$ cat src/sv/dnv_pkg.sv
// Package for the domain name validator: types, error codes, register
// indexes and the ENUM suffix text.
// Depends on nothing; imported by dnv_step, domain_name_validator_unit, dnv_verdict_pkg and the bench.
package dnv_pkg;

  // Number of trailing bytes compared against the ENUM suffix text.
  localparam int SUFFIX_LEN      = 9;
  localparam int SUFFIX_TEXT_LEN = 9;
  localparam int CHARS_W         = $clog2(SUFFIX_LEN + 1);
  localparam int LABEL_LIMIT     = 63;
  localparam int LABEL_LEN_MAX   = 127;
  localparam int COUNT_MAX       = 255;

  localparam logic [7:0] CH_DOT  = 8'h2e;
  localparam logic [7:0] CH_DASH = 8'h2d;
  localparam logic [7:0] CH_X    = 8'h78;
  localparam logic [7:0] CH_N    = 8'h6e;

  localparam int CFG_IDX_W   = 2;
  localparam int CFG_DATA_W  = 6;
  localparam int OUT_TDATA_W = 24;

  typedef enum logic [CFG_IDX_W-1:0] {
    CFG_ALLOW_IDN     = 2'd0,
    CFG_MAX_LABEL_LEN = 2'd1
  } cfg_reg_e;

  typedef enum logic [2:0] {
    ERR_NONE       = 3'd0,
    ERR_BAD_START  = 3'd1,
    ERR_BAD_CHAR   = 3'd2,
    ERR_DOUBLE_DSH = 3'd3,
    ERR_BAD_END    = 3'd4,
    ERR_TOO_LONG   = 3'd5,
    ERR_EMPTY      = 3'd6,
    ERR_ENUM       = 3'd7
  } err_e;

  // Per-name state, carried from one character to the next.
  typedef struct packed {
    logic [6:0]                    label_length;
    logic [7:0]                    previous_char;
    logic                          xn_prefix;
    err_e                          first_error;
    logic [7:0]                    labels_seen;
    logic [1:0]                    single_digit;
    logic                          enum_violation;
    logic [SUFFIX_LEN-1:0][7:0]    tail_chars;
    logic [CHARS_W-1:0]            chars_seen;
  } name_state_t;

  // One result beat.
  typedef struct packed {
    logic [7:0] ch_out;
    logic       label_boundary;
    logic       name_done;
    logic       valid_res;
    err_e       error_code;
    logic [7:0] label_count;
    logic       enum_name;
  } result_t;

  // Byte of "e164.arpa" at a given position.
  function automatic logic [7:0] suffix_byte(input int pos);
    logic [7:0] b;
    unique case (pos)
      0:       b = 8'h65;  // e
      1:       b = 8'h31;  // 1
      2:       b = 8'h36;  // 6
      3:       b = 8'h34;  // 4
      4:       b = 8'h2e;  // .
      5:       b = 8'h61;  // a
      6:       b = 8'h72;  // r
      7:       b = 8'h70;  // p
      8:       b = 8'h61;  // a
      default: b = 8'h00;
    endcase
    return b;
  endfunction

  function automatic logic is_digit(input logic [7:0] c);
    return (c >= 8'h30) && (c <= 8'h39);
  endfunction

  function automatic logic is_alnum(input logic [7:0] c);
    return is_digit(c) || ((c >= 8'h61) && (c <= 8'h7a)) ||
           ((c >= 8'h41) && (c <= 8'h5a));
  endfunction

endpackage

$ cat src/sv/domain_name_validator_unit.sv
// Top level of the domain name validator: stream ports, configuration
// registers, per-name state and a two-entry result buffer.
// Depends on dnv_pkg and dnv_step.

// The block checks a domain name streamed in one byte per beat, with tlast on
// the final byte, against hostname label rules (start and end characters,
// allowed characters, double dashes outside an IDN "xn-" prefix, label length
// and empty labels) and, for names ending in "e164.arpa", the ENUM rule. Every
// input beat gives exactly one result beat that echoes the byte, marks label
// boundaries in tuser and carries the running first error and label count; on
// the tlast beat the verdict and ENUM flag are valid and the per-name state is
// cleared, so the next name may follow in the very next cycle. The block takes
// one byte per clock cycle while the skid entry is empty: the check of a byte
// is a single combinational step from the per-name state register, and the
// result is registered. A second result register behind the output register
// lets one more beat be taken while downstream stalls. Configuration writes
// are always taken and should only be made between names.
module domain_name_validator_unit (
  input  logic                          clk_i,
  input  logic                          rst_ni,
  // Input stream. tdata: [7:0] ch. tlast: last_char.
  input  logic                          s_axis_tvalid,
  output logic                          s_axis_tready,
  input  logic [7:0]                    s_axis_tdata,
  input  logic                          s_axis_tlast,
  // Result stream. tdata: [7:0] ch_out, [8] valid_res, [11:9] error_code,
  // [19:12] label_count, [20] enum_name, [23:21] zero.
  // tuser: label_boundary. tlast: name_done.
  output logic                          m_axis_tvalid,
  input  logic                          m_axis_tready,
  output logic [dnv_pkg::OUT_TDATA_W-1:0] m_axis_tdata,
  output logic                          m_axis_tuser,
  output logic                          m_axis_tlast,
  // Configuration writes: index 0 allow_idn, index 1 max_label_len.
  input  logic                          cfg_valid_i,
  output logic                          cfg_ready_o,
  input  logic [dnv_pkg::CFG_IDX_W-1:0] cfg_index_i,
  input  logic [dnv_pkg::CFG_DATA_W-1:0] cfg_data_i
);
  import dnv_pkg::*;

  logic        allow_idn_q;
  logic [5:0]  max_label_len_q;

  name_state_t state_q, state_d;
  result_t     result_d;
  result_t     out_q, skid_q;
  logic        out_valid_q, skid_valid_q;
  logic        in_beat, out_beat;

  assign cfg_ready_o   = 1'b1;
  assign s_axis_tready = !skid_valid_q;
  assign in_beat       = s_axis_tvalid && s_axis_tready;
  assign out_beat      = m_axis_tvalid && m_axis_tready;

  always_ff @(posedge clk_i or negedge rst_ni) begin
    if (!rst_ni) begin
      allow_idn_q     <= 1'b0;
      max_label_len_q <= 6'(LABEL_LIMIT);
    end else if (cfg_valid_i && cfg_ready_o) begin
      unique case (cfg_index_i)
        CFG_ALLOW_IDN:     allow_idn_q     <= cfg_data_i[0];
        CFG_MAX_LABEL_LEN: max_label_len_q <= cfg_data_i;
        default: ;
      endcase
    end
  end

  dnv_step u_step (
    .state_i         (state_q),
    .ch_i            (s_axis_tdata),
    .last_i          (s_axis_tlast),
    .allow_idn_i     (allow_idn_q),
    .max_label_len_i (max_label_len_q),
    .state_o         (state_d),
    .result_o        (result_d)
  );

  // Per-name state advances on every accepted byte.
  always_ff @(posedge clk_i or negedge rst_ni) begin
    if (!rst_ni) begin
      state_q <= '0;
    end else if (in_beat) begin
      state_q <= state_d;
    end
  end

  // Output register with a skid entry behind it. The skid entry only fills
  // when a beat is accepted while the output register is held.
  always_ff @(posedge clk_i or negedge rst_ni) begin
    if (!rst_ni) begin
      out_valid_q  <= 1'b0;
      skid_valid_q <= 1'b0;
    end else if (out_beat || !out_valid_q) begin
      if (skid_valid_q) begin
        out_valid_q  <= 1'b1;
        skid_valid_q <= 1'b0;
      end else begin
        out_valid_q <= in_beat;
      end
    end else if (in_beat) begin
      skid_valid_q <= 1'b1;
    end
  end

  always_ff @(posedge clk_i) begin
    if (out_beat || !out_valid_q) begin
      out_q <= skid_valid_q ? skid_q : result_d;
    end
    if (in_beat && out_valid_q && !out_beat) begin
      skid_q <= result_d;
    end
  end

  assign m_axis_tvalid = out_valid_q;
  assign m_axis_tuser  = out_q.label_boundary;
  assign m_axis_tlast  = out_q.name_done;
  assign m_axis_tdata  = {3'b000, out_q.enum_name, out_q.label_count,
                          out_q.error_code, out_q.valid_res, out_q.ch_out};

`ifndef ASSERT_OFF
  // The skid entry never holds a beat unless the output register does.
  assert property (@(posedge clk_i) disable iff (!rst_ni)
                   skid_valid_q |-> out_valid_q)
    else $error("skid entry full while output register empty");

  // The end of a name is always a label boundary.
  assert property (@(posedge clk_i) disable iff (!rst_ni)
                   (m_axis_tvalid && m_axis_tlast) |-> m_axis_tuser)
    else $error("name end without label boundary");

  // A passing verdict never carries an error code and comes only on a name end.
  assert property (@(posedge clk_i) disable iff (!rst_ni)
                   (m_axis_tvalid && out_q.valid_res) |->
                   (out_q.error_code == ERR_NONE && out_q.name_done))
    else $error("valid verdict with error code or before name end");

  // After the last byte of a name the per-name state starts afresh.
  assert property (@(posedge clk_i) disable iff (!rst_ni)
                   (in_beat && s_axis_tlast) |=>
                   (state_q.labels_seen == 8'd0 && state_q.first_error == ERR_NONE))
    else $error("per-name state not cleared after name end");
`endif

endmodule

$ cat src/sv/dnv_step.sv
// Combinational next-state and result logic for one character of a name.
// Depends on dnv_pkg.
module dnv_step (
  input  dnv_pkg::name_state_t state_i,
  input  logic [7:0]           ch_i,
  input  logic                 last_i,
  input  logic                 allow_idn_i,
  input  logic [5:0]           max_label_len_i,
  output dnv_pkg::name_state_t state_o,
  output dnv_pkg::result_t     result_o
);
  import dnv_pkg::*;

  function automatic err_e note_err(input err_e cur, input err_e code);
    return (cur == ERR_NONE) ? code : cur;
  endfunction

  // Closes the current label: end checks, ENUM bookkeeping, count.
  function automatic name_state_t close_label(input name_state_t s,
                                              input logic [5:0] max_len);
    name_state_t r;
    logic        single;
    r = s;
    if (s.label_length == 7'd0) begin
      r.first_error = note_err(r.first_error, ERR_EMPTY);
    end else begin
      if (!is_alnum(s.previous_char)) begin
        r.first_error = note_err(r.first_error, ERR_BAD_END);
      end
      if ((s.label_length > {1'b0, max_len}) ||
          (s.label_length > 7'(LABEL_LIMIT))) begin
        r.first_error = note_err(r.first_error, ERR_TOO_LONG);
      end
    end
    single = (s.label_length == 7'd1) && is_digit(s.previous_char);
    if ((s.labels_seen >= 8'd2) && !s.single_digit[1]) begin
      r.enum_violation = 1'b1;
    end
    r.single_digit = {s.single_digit[0], single};
    if (s.labels_seen != 8'(COUNT_MAX)) begin
      r.labels_seen = s.labels_seen + 8'd1;
    end
    r.label_length  = '0;
    r.previous_char = '0;
    r.xn_prefix     = 1'b0;
    return r;
  endfunction

  name_state_t s;
  logic        suffix_hit;
  logic        enum_hit;

  always_comb begin
    s = state_i;

    // Shift the byte into the tail window; index SUFFIX_LEN-1 is the newest.
    for (int i = 0; i < SUFFIX_LEN - 1; i++) begin
      s.tail_chars[i] = state_i.tail_chars[i+1];
    end
    s.tail_chars[SUFFIX_LEN-1] = ch_i;
    if (state_i.chars_seen != CHARS_W'(SUFFIX_LEN)) begin
      s.chars_seen = state_i.chars_seen + CHARS_W'(1);
    end

    if (ch_i == CH_DOT) begin
      s = close_label(s, max_label_len_i);
    end else begin
      if (state_i.label_length == 7'd0) begin
        if (!is_alnum(ch_i)) begin
          s.first_error = note_err(s.first_error, ERR_BAD_START);
        end
      end else if (ch_i == CH_DASH) begin
        if ((state_i.previous_char == CH_DASH) &&
            !(allow_idn_i && (state_i.label_length == 7'd3) && state_i.xn_prefix)) begin
          s.first_error = note_err(s.first_error, ERR_DOUBLE_DSH);
        end
      end else if (!is_alnum(ch_i)) begin
        s.first_error = note_err(s.first_error, ERR_BAD_CHAR);
      end

      unique case (state_i.label_length)
        7'd0:    s.xn_prefix = (ch_i == CH_X);
        7'd1:    s.xn_prefix = state_i.xn_prefix && (ch_i == CH_N);
        7'd2:    s.xn_prefix = state_i.xn_prefix && (ch_i == CH_DASH);
        default: s.xn_prefix = 1'b0;
      endcase
      if (state_i.label_length != 7'(LABEL_LEN_MAX)) begin
        s.label_length = state_i.label_length + 7'd1;
      end
      s.previous_char = ch_i;
    end

    // Suffix compare over the updated window, position by position.
    suffix_hit = (s.chars_seen == CHARS_W'(SUFFIX_LEN));
    for (int i = 0; i < SUFFIX_LEN; i++) begin
      if ((SUFFIX_TEXT_LEN - SUFFIX_LEN + i < 0) ||
          (SUFFIX_TEXT_LEN - SUFFIX_LEN + i >= SUFFIX_TEXT_LEN)) begin
        suffix_hit = 1'b0;
      end else if (s.tail_chars[i] != suffix_byte(SUFFIX_TEXT_LEN - SUFFIX_LEN + i)) begin
        suffix_hit = 1'b0;
      end
    end

    enum_hit = 1'b0;
    if (last_i) begin
      s = close_label(s, max_label_len_i);
      enum_hit = suffix_hit;
      if (enum_hit && ((s.labels_seen <= 8'd2) || s.enum_violation)) begin
        s.first_error = note_err(s.first_error, ERR_ENUM);
      end
    end

    result_o.ch_out         = ch_i;
    result_o.label_boundary = last_i || (ch_i == CH_DOT);
    result_o.name_done      = last_i;
    result_o.valid_res      = last_i && (s.first_error == ERR_NONE);
    result_o.error_code     = s.first_error;
    result_o.label_count    = s.labels_seen;
    result_o.enum_name      = enum_hit;

    state_o = last_i ? name_state_t'('0) : s;
  end

endmodule

$ cat config.mk
export PLATFORM = sky130hd
export DESIGN_NAME = domain_name_validator_unit
export DESIGN_NICKNAME = d
export VERILOG_FILES = /design/src/sv/dnv_pkg.sv /design/src/sv/domain_name_validator_unit.sv /design/src/sv/dnv_step.sv
export SDC_FILE = /design/constraint.sdc
export NUM_CORES = 1
export LEC_CHECK = 0
export CAP_MARGIN = 20
export CELL_PAD_IN_SITES_DETAIL_PLACEMENT = 0
export CELL_PAD_IN_SITES_GLOBAL_PLACEMENT = 1
export CORE_MARGIN = 2
export CORE_UTILIZATION = 50
export DETAILED_ROUTE_END_ITERATION = 10
export DONT_BUFFER_PORTS = 1
export HOLD_SLACK_MARGIN = 0.12
export PLACE_DENSITY = 0.81
export SLEW_MARGIN = 5
export SYNTH_ARGS = -nofsm -noshare
export SYNTH_HDL_FRONTEND = slang
export SYNTH_SLANG_ARGS = --single-unit
$ cat constraint.sdc
create_clock -name clk_i -period 4 [get_ports clk_i]
set_clock_uncertainty 0.2 [all_clocks]
set_input_delay 0.2 -clock clk_i [delete_from_list [all_inputs] [get_ports clk_i]]
set_output_delay 0.2 -clock clk_i [all_outputs]
set_load 0.05 [all_outputs]
==> results of run 1 <==
-- how the worst max path moves through the flow --
| stage | start | endpoint | slack, ps | cells past startpoint |
|---|---|---|---|---|
| 2_1_floorplan | state_q[80]$_DFFE_PN0P_ | skid_q[12]$_DFFE_PP_ | 470 | 13 |
| 3_3_place_gp | state_q[80]$_DFFE_PN0P_ | skid_q[12]$_DFFE_PP_ | 290 | 11 |
| 3_5_place_dp | state_q[80]$_DFFE_PN0P_ | skid_q[12]$_DFFE_PP_ | 200 | 11 |
| 4_1_cts | state_q[80]$_DFFE_PN0P_ | skid_q[12]$_DFFE_PP_ | 200 | 11 |
| 5_1_grt | state_q[100]$_DFFE_PN0P_ | m_axis_tdata[10]$_DFFE_PN_ | 20 | 13 |
| 6_report | state_q[100]$_DFFE_PN0P_ | m_axis_tdata[10]$_DFFE_PN_ | 240 | 13 |
-- critical path: cells and delay by family, from the launching register on --
| kind | cells | cell delay, ps |
|---|---|---|
| fa+ha+maj | 2 | 700 |
| compound gates | 6 | 1040 |
| simple gates | 5 | 1120 |
| flops | 1 | 470 |
-- sequential cells by signal, summed over array words and instances, names as in the netlist --
name / count
state_q: 98
skid_q: 23
m_axis_tdata: 21
max_label_len_q: 6
allow_idn_q: 1
m_axis_tlast: 1
m_axis_tuser: 1
m_axis_tvalid: 1
skid_valid_q: 1
-- cells in the final DEF (no fill, tap or decap), types with 5 or more instances in the layout --
master / netlist / final
sky130_fd_sc_hd__nand3_1: 18 / 18
sky130_fd_sc_hd__o21ai_0: 92 / 92
sky130_fd_sc_hd__nor2_1: 31 / 30
sky130_fd_sc_hd__buf_4: 7 / 15
sky130_fd_sc_hd__and4_1: 5 / 5
sky130_fd_sc_hd__nor4bb_1: 7 / 7
sky130_fd_sc_hd__nor3_1: 9 / 9
sky130_fd_sc_hd__nand2b_1: 5 / 5
sky130_fd_sc_hd__o22ai_1: 8 / 8
sky130_fd_sc_hd__a21oi_1: 22 / 22
sky130_fd_sc_hd__nand4_1: 13 / 13
sky130_fd_sc_hd__mux2i_1: 5 / 5
sky130_fd_sc_hd__ha_1: 22 / 21
sky130_fd_sc_hd__dfstp_2: 6 / 6
sky130_fd_sc_hd__mux2_2: 25 / 25
sky130_fd_sc_hd__a31oi_1: 6 / 6
sky130_fd_sc_hd__nor2b_1: 6 / 6
sky130_fd_sc_hd__xnor2_1: 6 / 6
sky130_fd_sc_hd__inv_1: 19 / 19
sky130_fd_sc_hd__nand2_1: 179 / 178
sky130_fd_sc_hd__or3_1: 5 / 5
sky130_fd_sc_hd__nor4_1: 12 / 12
sky130_fd_sc_hd__edfxtp_1: 46 / 46
sky130_fd_sc_hd__and3_1: 6 / 6
sky130_fd_sc_hd__dlygate4sd3_1: 0 / 27
sky130_fd_sc_hd__dfrtp_1: 101 / 101
sky130_fd_sc_hd__a22o_1: 11 / 11
sky130_fd_sc_hd__a211oi_1: 6 / 6
sky130_fd_sc_hd__clkbuf_16: 0 / 17
sky130_fd_sc_hd__o31ai_1: 6 / 6
-- per-stage QoR --
| step | cell area [µm²] | hold slack (ps) | cells |
|---|---|---|---|
| global placement | 8142 | -291.5 | 994 |
| floorplan | 8006 | -295.6 | 820 |
| CTS | 8985 | 154.8 | 1054 |
| finish | 9022 | 161.2 | 1057 |
| global route | 9022 | 212.0 | 1057 |
| detailed placement | 8142 | -292.0 | 994 |
-- kinds of logic (layout without fill, tap and decap cells) --
family                   after synthesis  in the layout  synth area share, %
AND/OR/NAND/NOR                      332            332                20.66
adder cells (fa/ha/maj)               22             22                3.441
AO/OA/AOI/OAI                        197            197                15.92
buffers and inverters                 75             96                4.129
flip-flops                           153            153                50.84
multiplexers                          30             30                4.145
XOR/XNOR                               7              7               0.7665
other                                  2              4              0.09389
-- timing repair --
action | in CTS | in global routing
resized for setup | 0 | 3
endpoints found under the hold margin | 200 | 0
hold buffers | 28 | 0
setup endpoints to repair | 0 | 11
buffers inserted | 0 | 3
-- routing by layer --
metal	vias up	track usage (%)	wire length, µm	part of all wire [%]
met5	-	0	0	0
met4	0	9.262	492	2.4
met3	38	6.270	1168	5.7
met2	187	41.27	10010	48
met1	3088	34.74	8994	44
li1	2977	-	-	-
-- cell type report --
class / instances / share of cell area, %
timing repair buffer: 44 / 4.770
multi-input combinational: 592 / 40.29
tap: 216 / 2.995
clock inverter: 11 / 1.054
sequential: 153 / 45.07
clock buffer: 21 / 4.992
inverter: 20 / 0.8321
-- power by group through the flow --
stage | Clock (mW) | Sequential (mW) | Combinational, mW
5_1_grt | 1.61 | 1.99 | 0.667
4_1_cts | 1.55 | 1.97 | 0.589
3_3_place_gp | 0 | 1.99 | 0.496
6_report | 1.52 | 1.97 | 0.594
2_1_floorplan | 0 | 1.95 | 0.416
3_5_place_dp | 0 | 2.00 | 0.513
==> results.md, run 1 <==
Outcome:
- The flow ran to the end, and the final reports show no timing, DRC or antenna violations.

Die:
- The placeable core region is 0.01577 mm².
- The total I/O pin count is 51.
- The die is 130.5 µm wide.
- The starting density of the core is just over 50%.
- The die span in y is 130.5 µm.
- In this run the core area contains 46 standard-cell rows.
- The floorplan die area is 0.01703 mm².

Placement:
- At the end of routability-driven placement, the weighted congestion stood at 0.8738.
- OpenSTA, run right after detailed placement, puts the worst setup slack at 203.5 ps.
- The number of buffers inserted by port buffering is 0.
- Summed over all nets, the half-perimeter wirelength after detailed placement is 13650 µm.

Timing:
- The peak clock frequency supported by timing is 266.1 MHz.
- The pin slew with the least headroom to its limit is roughly 1100 ps.
- The total count of hold-check failures in the final report is 0.
- The worst path in the final design needs a cycle of 3758 ps, including I/O delays and setup.
- Measured against its own limit, the worst slew margin works out to 28.36%.
- Setup slack closes at 242.0 ps.
- Summed over all failing endpoints, the final setup total negative slack is 0 ps.
- The total count of max-transition violations in the final report came to 0.
- The ratio of final minimum period to clock period is 93.95%.
- Setup violations remaining at the end of the flow were counted as 0.
- Setup repair after global routing left no endpoint under its margin.

Power:
- VDD sags by at most 0.2756 mV.
- The total power per unit cell area is 453.0 mW/mm².
- The share of total power dissipated in the clock network is 37.2%.
- The internal power component is 2.880 mW.
- Registers are responsible for 48.3% of the overall power.
- The total power is 4.087 mW.
- The share of total power in combinational logic is 14.5%.
- The cell leakage power is 3.673 nW.
- The switching power is 1.207 mW.
- The switching share of total power is between 20% and 30%.

Setup path:
- STA classifies the critical path endpoint as a flip-flop.
- In this run the critical register-to-register path is captured at m_axis_tdata[10]$_DFFE_PN_.
- Traced cell by cell, the critical path runs through ha_1 -> nand4_1 -> o21ai_0 -> a21oi_1 -> ha_1 -> nand3b_1 -> a21oi_1 -> a211oi_1 -> o22a_1 -> nor3b_1 -> and4_1 -> or3_1 -> o221a_2.
- The worst setup path is launched from a flip-flop.
- The worst-case reg-to-reg path depth is 13.
- By startpoint and endpoint, the worst setup path is classified as flip-flop to flip-flop.
- The startpoint of the lowest-slack register-to-register path is state_q[100]$_DFFE_PN0P_.
- The slowest cell on the critical path is sky130_fd_sc_hd__dfrtp_1.
- The top fanout value on the critical path is 8.
- The maximum cell stage delay along the critical path is 470 ps.
- For flop-to-flop paths, the worst setup slack is 240 ps.
- The data arrival time of the critical path is 3740 ps.
- The endpoint required time on the critical path is 3980 ps.

Routing:
- The final antenna-violating net count is 0.
- Dividing the detail-routed wire length by the instance count gives 19.55 µm.
- The via count is around 6300.
- The first TritonRoute pass finished after 7 iterations.
- The number of DRC markers in iteration 0 is between 500 and 600.
- The post-detailed-routing wire length is 20660 µm.
- In the routed layout, each cell is associated on average with a via count of 5.951.
- The post-detailed-route DRC marker count is 0.

GRT:
- The first-pass GRT wire length is 33240 µm.
- Global routing finished with a remaining overflow of 0.
- The number of antenna violations at the first check in global routing was 0.
- Entering global routing, the biggest net connects 112 pins.
- Across every metal layer, demand over resource in global routing totals 25.88%.
- The number of global-route vias before repair was 6014.

Synth:
- The portion of the post-synthesis area used by sequential elements is 50.84%.
- Ranked by total cell area, the synthesized netlist is headed by sky130_fd_sc_hd__dfrtp_1 32%, sky130_fd_sc_hd__edfxtp_1 17%, sky130_fd_sc_hd__nand2_1 8.4%.
- Sorting the synthesized cells by how often they occur yields 179 x sky130_fd_sc_hd__nand2_1, 101 x sky130_fd_sc_hd__dfrtp_1, 92 x sky130_fd_sc_hd__o21ai_0.
- Synthesis produced a netlist whose cell count is 818.
- The prevailing post-synth register cell is sky130_fd_sc_hd__dfrtp_1.
- For this run, the number of Yosys warnings is 0.
- The number of flip-flops and latches in the synthesized netlist is about 150.
- Summed over all instances, the cell type with the most area after synthesis is sky130_fd_sc_hd__dfrtp_1.
- Yosys mapped the design onto 78 distinct sky130hd cell types.
- In this run the cell area of the synthesized design comes to approximately 0.0080 mm².
- The number of flops mapped to enable cells by yosys is 46.
- The async set or reset register ratio after synthesis is 69.93%.
- The dominant cell by count in the synthesized netlist is sky130_fd_sc_hd__nand2_1.
- Of the post-synthesis cell area, the dominant cell type holds approximately a third.
- Averaged over all synthesized cells, the footprint is 9.779 µm².

Final layout:
- 0 antenna diodes ended up in the layout.
- The sequential cell area is 0.004066 mm².
- In the final layout, the multi-input gates occupy 0.003635 mm².
- Counting the fill cells in the layout gives 1419.
- The net count of the finished layout is between 800 and 900.
- The core occupancy in the finished layout is a little under three fifths.
- Relative to the synthesized area, the layout overhead comes to 12.80%.
- The fraction of final layout cells with drive strength greater than 1 is between 10% and 20%.

Clock tree:
- The insertion delay of the later-clocked pin in the worst-skew pair is 440 ps.
- The maximum root-to-sink buffer count is 2.
- The library cell used as clock root buffer is sky130_fd_sc_hd__clkbuf_16.
- The clock net in this run drives a total of 153 sinks.
- The number of buffers inserted during clock tree synthesis is 17.
- Clock-pin slew was measured on the worst setup and hold paths at roughly 60 ps.
- The H-tree was split into 4 levels.
- TritonCTS built the clock tree.

Run:
- The count of max-cap constraint violations is 0.

Min path:
- The path class of the tightest hold or removal check is input port to async pin.
No activity file was read; power rests on OpenSTA's default activity.
==> run 2, diff against run 1 <==
--- a/config.mk
+++ b/config.mk
@@ -9,11 +9,11 @@
 export CELL_PAD_IN_SITES_DETAIL_PLACEMENT = 0
 export CELL_PAD_IN_SITES_GLOBAL_PLACEMENT = 1
 export CORE_MARGIN = 2
-export CORE_UTILIZATION = 50
+export CORE_UTILIZATION = 45
 export DETAILED_ROUTE_END_ITERATION = 10
 export DONT_BUFFER_PORTS = 1
 export HOLD_SLACK_MARGIN = 0.12
-export PLACE_DENSITY = 0.81
+export PLACE_DENSITY = 0.78
 export SLEW_MARGIN = 5
 export SYNTH_ARGS = -nofsm -noshare
 export SYNTH_HDL_FRONTEND = slang
==> constraint.sdc (replaced) <==
create_clock -name clk_i -period 3.4 [get_ports clk_i]
set_clock_uncertainty 0.2 [all_clocks]
set_input_delay 0.17 -clock clk_i [delete_from_list [all_inputs] [get_ports clk_i]]
set_output_delay 0.17 -clock clk_i [all_outputs]
set_load 0.05 [all_outputs]
==> run 2 against run 1 <==
Net effect: global-route usage shrank 2.6 points; first-iteration DRC count grew 4.5%; hold slack lost 10 ps; final area grew 4.8%; largest power group unchanged; non-clock buffer count grew 38; via count grew 2.0%.
==> results.md, run 2 (same netlist as run 1, synthesis figures left out) <==
Outcome:
- The flow ran to the end, and the final reports show no timing, DRC or antenna violations.

Final layout:
- Relative to the synthesized area, the layout overhead comes to 18.25%.
- The finished layout cell area was 0.009459 mm² (+4.8%).
- The fraction of final layout cells with drive strength greater than 1 is 16.27% (+4.0 points).
- The most frequent standard cell in the layout excluding fill and tap cells is sky130_fd_sc_hd__nand2_1.
- The net total in the final layout was 910 (+4.4%).
- The library cells used most frequently in the layout, excluding fill and tap cells, are 178 x sky130_fd_sc_hd__nand2_1, 101 x sky130_fd_sc_hd__dfrtp_1, 90 x sky130_fd_sc_hd__o21ai_0.
- The register ranked first by flip-flop count is state_q.
- The number of fill cells in the layout was 1542 (+8.7%).
- The number of flip-flops under the largest register name is 98 (unchanged).
- The antenna cell count is 0 (unchanged).

Timing:
- In the finished design, the share of the clock period the worst path needs comes to 96.57%.
- The peak clock frequency supported by timing is roughly 300 MHz.
- The total count of hold-check failures in the final report is 0 (unchanged).
- The worst hold-check slack is 151.0 ps (-10.18 ps).
- The clock period could shrink to 3283 ps.
- The final number of setup-violating endpoints came to 0 (unchanged).
- Setup repair after global routing left no endpoint under its margin.
- The final-layout setup total negative slack is 0 ps (unchanged).
- The relative max-transition margin is 55.56% (+27 points).
- The pin slew with the least headroom to its limit came to 665.9 ps (-404.7 ps).
- The total count of max-transition violations in the final report was 0 (unchanged).

Die:
- The placeable core region came to 0.01736 mm² (+10%).
- The starting density of the core was 46.09% (-4.6 points).
- The total I/O pin count is 51 (unchanged).
- The floorplan die area came to 0.01886 mm² (+11%).
- The floorplan die width was 137.3 µm (+5.2%).
- The number of cell rows came to 48 (+4.3%).
- The die span in y is 137.3 µm (+5.2%).

Clock tree:
- The clock slew at the register clock pins of the worst setup and hold paths is 70 ps (about the same).
- The maximum root-to-sink buffer count is 2 (unchanged).
- The insertion delay of the later-clocked pin in the worst-skew pair is 430 ps (about the same).
- The clock tree from TritonCTS is done.
- The number of buffers inserted during clock tree synthesis is 17 (unchanged).
- The count of clock tree sinks was 153 (unchanged).
- The library cell used as clock root buffer is sky130_fd_sc_hd__clkbuf_16.
- The number of buffers added for setup after CTS is 0 (unchanged).
- The number of H-tree levels came to 4 (unchanged).

Run:
- The count of max-cap constraint violations is 0 (unchanged).

Setup path:
- The critical path starts at s_axis_tdata[3].
- The data arrival time of the critical path is 3270 ps (-470 ps).
- The startpoint of the lowest-slack register-to-register path is max_label_len_q[3]$_DFFE_PN1P_.
- The path type of the worst setup path is input port to flip-flop.
- The endpoint required time on the critical path is 3390 ps (-590 ps).
- The worst setup path is captured at a flip-flop.
- The top fanout value on the critical path is 13 (+5).
- The startpoint kind of the worst setup timing path is an input port.

Routing:
- The highest metal layer carrying signal wires in the routed design is met4.
- The final antenna-violating net count is 0 (unchanged).
- The post-detailed-route DRC marker count was 0 (unchanged).
- The routed wire length per instance is 19.16 µm (-2.0%).
- The detailed-routed wire length on met3 came to 1254 µm (+7.4%).
- The met1 layer wirelength in the final routing is 9348 µm (+3.9%).
- The detailed-router iteration count before antenna repair was 5 (-2).
- The number of DRC markers in iteration 0 is 560 (+4.5%).
- The met2 wire length is 10090 µm (+0.82%).
- The detailed-route vias per instance is 5.813 (-2.3%).
- The via count is 6418 (+2.0%).
- The post-detailed-routing wire length is 21150 µm (+2.4%).

Power:
- The cell leakage power is 3.914 nW (+6.6%).
- The total power per unit cell area was 538.7 mW/mm² (+19%).
- The worst ir drop on vdd is 0.3802 mV (+38%).

GRT:
- The number of antenna violations at the first check in global routing came to 0 (unchanged).
- The first-pass GRT wire length came to 33560 µm (+0.95%).
- The maximum number of pins on one net before global-route repair was 149 (+33%).
- The leftover overflow at the end of global routing is 0 (unchanged).
- The number of global-route vias before repair came to 6262 (+4.1%).
- The global-route usage over all layers came to 23.30% (-2.6 points).

Placement:
- The post-placement cell area is 0.008421 mm² (+3.4%).
- The final RePlAce weighted congestion is 0.8929 (+2.2%).
- The number of buffers inserted by port buffering came to 0 (unchanged).
- The HPWL after detailed placement is 14090 µm (+3.2%).

Min path:
- The path class of the tightest hold or removal check is input port to flip-flop.
- The worst hold path begins at s_axis_tdata[2].
==> run 2: final timing paths <==
kind	to	slack [ps]	cells past startpoint
min in group asynchronous	state_q[69]$_DFFE_PN0P_	180	2
setup reg to reg	m_axis_tdata[9]$_DFFE_PN_	120	10
setup / recovery	m_axis_tdata[9]$_DFFE_PN_	120	10
hold / removal	state_q[90]$_DFFE_PN0P_	150	7
max in group asynchronous	state_q[80]$_DFFE_PN0P_	2420	2
hold reg to reg	state_q[16]$_DFFE_PN0P_	270	2
==> run 2: layout make-up <==
cell class                      instances  area, µm²  area share [%]
Multi-Input combinational cell        592       3672           38.82
Inverter                               20      75.07          0.7937
Timing Repair Buffer                   82      739.5           7.817
Clock inverter                         10      127.6           1.349
Clock buffer                           22      496.7           5.251
Sequential cell                       153       4066           42.99
Tap cell                              225      281.5           2.976
==> run 2: what timing repair did <==
action / CTS / global route
setup endpoints to repair: 0 / 10
hold buffers: 33 / 2
hold endpoints to repair: 190 / 2
gates resized for setup: 0 / 15
==> run 2: per-stage QoR <==
stage          std cells  util, %  total power [mW]  setup slack (ps)
2_1_floorplan        820        -             2.789             9.227
3_3_place_gp        1036    48.45             2.968             102.9
3_5_place_dp        1037    48.52             2.997             60.84
4_1_cts             1102    54.12             5.097             30.02
5_1_grt             1104    54.50             5.293             4.626
6_report            1104    54.50             5.096             116.7
==> run 2: critical path, cell delays in order <==
cell	delay (ps)
sky130_fd_sc_hd__dlygate4sd3_1	710
sky130_fd_sc_hd__and4bb_4	360
sky130_fd_sc_hd__nand2_2	100
sky130_fd_sc_hd__buf_4	210
sky130_fd_sc_hd__a211oi_1	430
sky130_fd_sc_hd__nand3_1	280
sky130_fd_sc_hd__a41o_1	310
sky130_fd_sc_hd__o22ai_1	280
sky130_fd_sc_hd__o211ai_2	160
sky130_fd_sc_hd__o221a_2	250
==> run 2: power breakdown <==
part           leakage (nW)  internal, mW  switching, mW  total, mW
Sequential             1.88          2.07          0.239       2.31
Combinational          1.73         0.332          0.437      0.769
Clock                 0.304          1.20          0.816       2.02
==> run 2: per-layer routing <==
| layer | global-route usage (%) | up-vias |
|---|---|---|
| li1 | - | 3061 |
| met1 | 30.95 | 3110 |
| met2 | 37.51 | 210 |
| met3 | 5.224 | 37 |
| met4 | 8.305 | 0 |
| met5 | 0 | - |
